`config.mk`:
```
export PLATFORM = sky130hd
export DESIGN_NAME = jsse_ctrl
export DESIGN_NICKNAME = d
export VERILOG_FILES = /design/src/rtl/core/jsse_pkg.sv /design/src/rtl/core/jsse_ctrl.sv
export SDC_FILE = /design/constraint.sdc
export NUM_CORES = 1
export LEC_CHECK = 0
export ABC_AREA = 1
export BUFFER_PORTS_ARGS = -buffer_cell sky130_fd_sc_hd__buf_2
export CAP_MARGIN = 15
export CORE_AREA = 10 10 47 49
export CTS_CLUSTER_DIAMETER = 200
export DETAILED_ROUTE_END_ITERATION = 8
export DIE_AREA = 0 0 57 59
export PLACE_DENSITY = 0.65
export SLEW_MARGIN = 20
export SYNTH_ARGS = -nofsm -noshare
export SYNTH_HDL_FRONTEND = slang
export SYNTH_SLANG_ARGS = --single-unit
export TNS_END_PERCENT = 5
```
`constraint.sdc`:
```
create_clock -name clk -period 1.1 [get_ports clk]
set_clock_uncertainty 0.1 [all_clocks]
set_input_delay 0 -clock clk [delete_from_list [all_inputs] [get_ports clk]]
set_output_delay 0 -clock clk [all_outputs]
set_load 0.02 [all_outputs]
```
`src/rtl/core/jsse_pkg.sv`:
```
// shared types, codes and constants of the job shop schedule evaluator
package jsse_pkg;

  // field and register widths
  localparam int TIME_W     = 24;
  localparam int PROC_W     = 16;
  localparam int COUNT_W    = 5;
  localparam int CFG_IDX_W  = 1;
  localparam int CFG_DATA_W = 5;

  localparam logic [TIME_W-1:0] TIME_MAX = {TIME_W{1'b1}};

  // default table dimensions
  localparam int DEF_MAX_JOBS     = 16;
  localparam int DEF_MAX_MACHINES = 16;

  // configuration register indexes
  localparam logic [CFG_IDX_W-1:0] REG_NUM_JOBS     = 1'd0;
  localparam logic [CFG_IDX_W-1:0] REG_NUM_MACHINES = 1'd1;

  // command codes
  localparam logic [1:0] CMD_CLEAR    = 2'd0;
  localparam logic [1:0] CMD_SCHEDULE = 2'd1;
  localparam logic [1:0] CMD_VERIFY   = 2'd2;

  // error codes
  localparam logic [1:0] ERR_NONE     = 2'd0;
  localparam logic [1:0] ERR_MACHINE  = 2'd1;
  localparam logic [1:0] ERR_JOB      = 2'd2;
  localparam logic [1:0] ERR_MAKESPAN = 2'd3;

  // request item
  typedef struct packed {
    logic [1:0]        command;
    logic [3:0]        job;
    logic [3:0]        machine;
    logic [PROC_W-1:0] proc_time;
  } req_item_t;

  // response item
  typedef struct packed {
    logic [TIME_W-1:0] start_time;
    logic [TIME_W-1:0] finish_time;
    logic [TIME_W-1:0] makespan;
    logic              check_ok;
    logic [1:0]        error_kind;
  } rsp_item_t;

  // controller states
  typedef enum logic [3:0] {
    ST_INIT,
    ST_IDLE,
    ST_SCHED,
    ST_CLEAR,
    ST_RD_A,
    ST_LAT_A,
    ST_RD_B,
    ST_CMP,
    ST_RESULT
  } state_t;

  // controller to datapath commands
  typedef struct packed {
    logic rd_from_port;
    logic latch_in;
    logic sweep_step;
    logic commit;
    logic load_out;
    logic v_start;
    logic v_lat_a;
    logic v_rd_b;
    logic v_cmp;
  } ctl_cmd_t;

  // datapath to controller status
  typedef struct packed {
    logic out_free;
    logic sweep_last;
    logic a_last;
    logic b_last;
    logic grp_last;
    logic pass_job;
  } dp_status_t;

endpackage

```
`src/rtl/core/jsse_ctrl.sv`:
```
// sequencer for scheduling, clearing and verify walks
module jsse_ctrl (
  input  logic                  clk,
  input  logic                  rst,
  input  logic                  req_valid,
  input  logic [1:0]            req_command,
  output logic                  req_ready,
  output jsse_pkg::ctl_cmd_t    cmd,
  input  jsse_pkg::dp_status_t  status
);

  jsse_pkg::state_t state;
  jsse_pkg::state_t state_next;

  // state register
  always_ff @(posedge clk) begin
    if (rst) begin
      state <= jsse_pkg::ST_INIT;
    end else begin
      state <= state_next;
    end
  end

  // next state
  always_comb begin
    state_next = state;
    case (state)
      jsse_pkg::ST_INIT: begin
        if (status.sweep_last) state_next = jsse_pkg::ST_IDLE;
      end
      jsse_pkg::ST_IDLE: begin
        if (req_valid) begin
          case (req_command)
            jsse_pkg::CMD_CLEAR:    state_next = jsse_pkg::ST_CLEAR;
            jsse_pkg::CMD_SCHEDULE: state_next = jsse_pkg::ST_SCHED;
            jsse_pkg::CMD_VERIFY:   state_next = jsse_pkg::ST_RD_A;
            default:                state_next = jsse_pkg::ST_RESULT;
          endcase
        end
      end
      jsse_pkg::ST_SCHED: begin
        if (status.out_free) state_next = jsse_pkg::ST_IDLE;
      end
      jsse_pkg::ST_CLEAR: begin
        if (status.sweep_last) state_next = jsse_pkg::ST_RESULT;
      end
      jsse_pkg::ST_RD_A:  state_next = jsse_pkg::ST_LAT_A;
      jsse_pkg::ST_LAT_A: state_next = jsse_pkg::ST_RD_B;
      jsse_pkg::ST_RD_B:  state_next = jsse_pkg::ST_CMP;
      jsse_pkg::ST_CMP: begin
        if (!status.b_last) begin
          state_next = jsse_pkg::ST_RD_B;
        end else if (!status.a_last || !status.grp_last || !status.pass_job) begin
          state_next = jsse_pkg::ST_RD_A;
        end else begin
          state_next = jsse_pkg::ST_RESULT;
        end
      end
      jsse_pkg::ST_RESULT: begin
        if (status.out_free) state_next = jsse_pkg::ST_IDLE;
      end
      default: state_next = jsse_pkg::ST_INIT;
    endcase
  end

  // command outputs
  always_comb begin
    cmd       = '0;
    req_ready = 1'b0;
    case (state)
      jsse_pkg::ST_INIT: begin
        cmd.sweep_step = 1'b1;
      end
      jsse_pkg::ST_IDLE: begin
        req_ready        = 1'b1;
        cmd.rd_from_port = 1'b1;
        cmd.latch_in     = req_valid;
        cmd.v_start      = req_valid;
      end
      jsse_pkg::ST_SCHED: begin
        cmd.commit   = status.out_free;
        cmd.load_out = status.out_free;
      end
      jsse_pkg::ST_CLEAR: begin
        cmd.sweep_step = 1'b1;
      end
      jsse_pkg::ST_LAT_A: begin
        cmd.v_lat_a = 1'b1;
      end
      jsse_pkg::ST_RD_B: begin
        cmd.v_rd_b = 1'b1;
      end
      jsse_pkg::ST_CMP: begin
        cmd.v_cmp = 1'b1;
      end
      jsse_pkg::ST_RESULT: begin
        cmd.load_out = status.out_free;
      end
      default: begin
        cmd = '0;
      end
    endcase
  end

endmodule

```
* Word-level counts from Yosys, hierarchy flattened
Cells that the tools add are included.
** Word-level totals
- Flip-flop bits (word level) :: 4
- Logic and storage cells :: 42
** Operators by class
- Reductions and logical operators :: 10
- Muxes and demuxes :: 17
- Eq/ne operators :: 14
** Operators with widths (number)
- 4-bit one-hot mux with 8 select lines :: 1
- 4-bit 2-to-1 mux :: 6
- 4-bit by 3-bit equality test with 1-bit output (second input constant) :: 4
- 4-bit one-hot mux with 3 select lines :: 1
- 4-bit by 2-bit equality test with 1-bit output (second input constant) :: 2
- 1-bit 2-to-1 mux :: 8
- 2-bit != test (second input constant) :: 3
- 4-bit by 1-bit equality test with 1-bit output (second input constant) :: 1
- 4-bit equality test (second input constant) :: 1
- 4-bit logical NOT :: 1
- 4-bit AND reduction :: 1
- 2-bit OR reduction :: 2
- 1-bit logical NOT :: 3
- 2-bit by 1-bit equality test with 1-bit output (second input constant) :: 1
- 2-bit equality test (second input constant) :: 1
- 2-bit logical NOT :: 1
- 1-bit logical OR :: 2
- 2-bit 2-to-1 mux :: 1
- 2-bit by 1-bit != test with 1-bit output (second input constant) :: 1

* Longest topological paths before layout
- Depth in word-level cells :: 6
- Mapped depth :: 9

* Worst setup path before layout
OpenSTA, ideal clock, no wires.
- Path type :: reg2reg
- From :: register state[1]
- To :: register state[3]
- Arrival time :: 1209 ps
- Data required time :: 930 ps
- Slack :: -279 ps
- Cell stages (with the launch flop) :: 7
- Cells stage by stage :: dfxtp_1 > nand2_1 > nor2_1 > nand2_1 > nand3_1 > nand3_1 > a21oi_1
** On the way
- Cells in the longest elaborated chain, start to end :: 4
** Ends and longest elaborated chain
- from (decl) :: RTL line jsse_ctrl.sv:12 : jsse_pkg::state_t state;
- from (signal assigned) :: RTL line jsse_ctrl.sv:18 : state <= jsse_pkg::ST_INIT;
- from (signal assigned) :: RTL line jsse_ctrl.sv:20 : state <= state_next;
- 4-bit equality test / 4-bit by 2-bit equality test with 1-bit output (equally long branches) :: RTL line jsse_ctrl.sv:27 : case (state)
- 2-bit OR reduction (no line)
- 2-bit by 1-bit != test with 1-bit output (no line)
- 4-bit AND reduction (no line)
Several ways; a longest one is shown, not always the timed one.
A chain may end at the register's enable or synchronous reset.

==> impl_results.md <==
* Max-slew violations at 0
* TritonRoute pass-1 iters at 4
* Netlist cell types at 18
* Measured slew at the worst slew-check pin at 0.202 ns
* VDD IR max at 1.36 mV
* Worst min-delay path class: in -> reg
* Number of fill cells at 130
* Placement Setup Slack at -0.146 ns
* CTS Buf Count at 3
* I/O Buffers at 20
* Cell Area, Synth at 473 um2
* Die height at 59 um
* Yosys warns at 0
* Dpl cells at about 130
* Initial drt markers at 13
* PwrDens at 2080 nW/um2
* Syn avg cell area at 5.56 um2
* Post-DP HPWL at between 1 and 1.5 mm
* Crit path launch type: flop
* Switching share of power at 47.5%
* Final instance area at 846 um2
* Syn_nets at 96
* Area after DPL at roughly 700 um2
* Fin Hold WS at between 0.06 and 0.07 ns
* Total gr overflow at 0
* Final Setup Violations at 14
* Routed WL at 1.55 mm
* Mapped Cells at between 80 and 90
* Total track usage at approximately a tenth
* Final Wtd Congestion at 0.808
* Max frequency at between 0.7 and 0.8 GHz
* Vias per cell at 4.65
* Final Hold Fails at 0
* Leak at about 0.44 nW
* Period minus WS final at roughly 1.4 ns
* First-pass GRT wire length at 2.66 mm
* WP data required at 1.00 ns
* Seq pwr share at between 15 and 20%
* Final ANT Viol Nets at 0
* N_diodes at 0
* Max_slew headroom at between 80 and 90%
* Clock buffer depth at 2
* Largest regs: state (4)
* Footprint of the multi-input gates at about 390 um2
* DRC errors left at 0
* Tcrit/Tclk final at 126%
* Die ar. at 3360 um2
* Setup crit end kind: primary output
* Status: finished with violations
* CTS tree: built
* Clk pwr share at 11.2%
* Clock Root Buffer: clkbuf_4
* Reg area at 95.1 um2
* IO Count at 21
* Area of the core at roughly 1400 um2
* Initial antenna violation count at 0
* DR WL/cell at between 10 and 15 um
* Share of layout cells above drive strength 1 at 56.4%
* Worst-path clk slew at 0.05 ns
* Area Growth Syn to Fin at 78.8%
* Post-Layout Cell Count at 133
* FP Rows at 14
* CP Max Fanout at 6
* CP Class: reg -> out
* Setup ws final at -0.284 ns
* Logic pwr share at 72.8%
* FF+latch count, synth at 4
* Number of global-route vias before repair at 604
* Post-Route Utilization at between 60 and 70%
* Seq/Total Area, Yosys at 16.9%
* Pint at between 0.0009 and 0.001 W
* Largest reg by FF count: state
* Max Cap Viol at 0
* Sw Pwr at 0.000836 W
* Failing checks: setup timing
* Clock Latency Late Sink at ~0.25 ns
* TritonCTS Sinks at 4
* Largest net degree at the start of global routing at 9
* H-tree levels at 1
* Max reg flops at 4
* Unrepaired setup endpoints after global routing: true
* Initial core utilization at 33.8%
* Net count, final at 130
* Via count at 619
* Data arrival, critical path at 1.28 ns
* DIE WIDTH at 57 um
## power by group through the flow
stage / clock network [W] / logic [W] / registers [W]
3_3_place_gp: 0 / 0.000987 / 0.000252
4_1_cts: 0.000199 / 0.00126 / 0.000280
3_5_place_dp: 0 / 0.000982 / 0.000258
5_1_grt: 0.000201 / 0.00140 / 0.000288
6_report: 0.000196 / 0.00128 / 0.000282
2_1_floorplan: 0 / 0.000734 / 0.000246
## what timing repair did
action	in CTS	in global routing
setup buffers	4	0
cloned	0	0
hold buffers	1	0
endpoints found under the hold margin	4	0
pin swaps	6	3
endpoints found under the setup margin	14	14
gates resized for setup	25	4
## layout by cell type (no fill, tap or decap), types with 3 or more instances in the layout
master | Yosys | routed
a21oi_2 | 1 | 3
buf_2 | 0 | 10
buf_4 | 2 | 13
buf_6 | 1 | 7
clkbuf_4 | 0 | 3
dfxtp_4 | 0 | 4
inv_1 | 14 | 10
inv_2 | 1 | 4
nand2_1 | 21 | 16
nand2_2 | 3 | 7
nand3_1 | 12 | 11
nor2_1 | 12 | 6
nor2_4 | 0 | 6
nor3_1 | 3 | 3
## Yosys cell counts
cell | n | area (um2)
inv_2 | 1 | 3.75
nand2_1 | 21 | 78.8
a21oi_1 | 4 | 20.0
o21ai_1 | 1 | 5.00
nand3_2 | 1 | 10.0
nor3_1 | 3 | 15.0
a21oi_2 | 1 | 8.76
inv_1 | 14 | 52.6
buf_4 | 2 | 15.0
nand2_4 | 1 | 11.3
a22oi_1 | 1 | 7.51
buf_6 | 1 | 11.3
nand2_2 | 3 | 18.8
dfxtp_1 | 4 | 80.1
nand3_4 | 1 | 17.5
nor2_2 | 2 | 12.5
nor2_1 | 12 | 45.0
nand3_1 | 12 | 60.1
## per-stage QoR
stage	TNS (ns)	power (W)
CTS	-2.96	0.00174
finish	-2.97	0.00176
detailed placement	-0.912	0.00124
global placement	-0.687	0.00124
floorplan	-0.179	0.000979
global route	-3.83	0.00189
## critical path, cell delays in order, from the launching register on
cell and delay (ns):
dfxtp_4 0.41, inv_4 0.06, nor2_4 0.14, nand2_4 0.07, buf_6 0.12, nor2_4 0.12
buf_6 0.13
## path summary, 6_finish.rpt
kind | startpoint | end | slack [ns] | depth (start not counted)
max | state[0] | cmd[3] | -0.28 | 6
min | req_command[0] | state[2] | 0.06 | 4
max reg2reg | state[2] | state[2] | -0.24 | 8
min reg2reg | state[3] | state[3] | 0.41 | 2
## area by class of cell
class	instances	share of cell area, %
multi-input combinational	63	46.4
timing repair buffer	32	30.3
clock buffer	3	2.66
tap	16	2.37
inverter	15	6.95
sequential	4	11.2
## kinds of logic (layout without fill, tap and decap cells)
family	after synthesis	in the layout	share of synthesized area [%]
DFF	4	4	16.9
AOI/OAI and AO/OA	7	7	8.73
and+or+nand+nor	56	56	56.9
buffers and inverters	18	50	17.5
## per-layer routing
metal / share of wire (%) / GRT usage [%]
met1: 39 / 10.1
met3: 8.6 / 2.79
met5: 0 / 0
met4: 1.4 / 5.03
met2: 51 / 16.7
No activity file was read; power rests on OpenSTA's default activity.
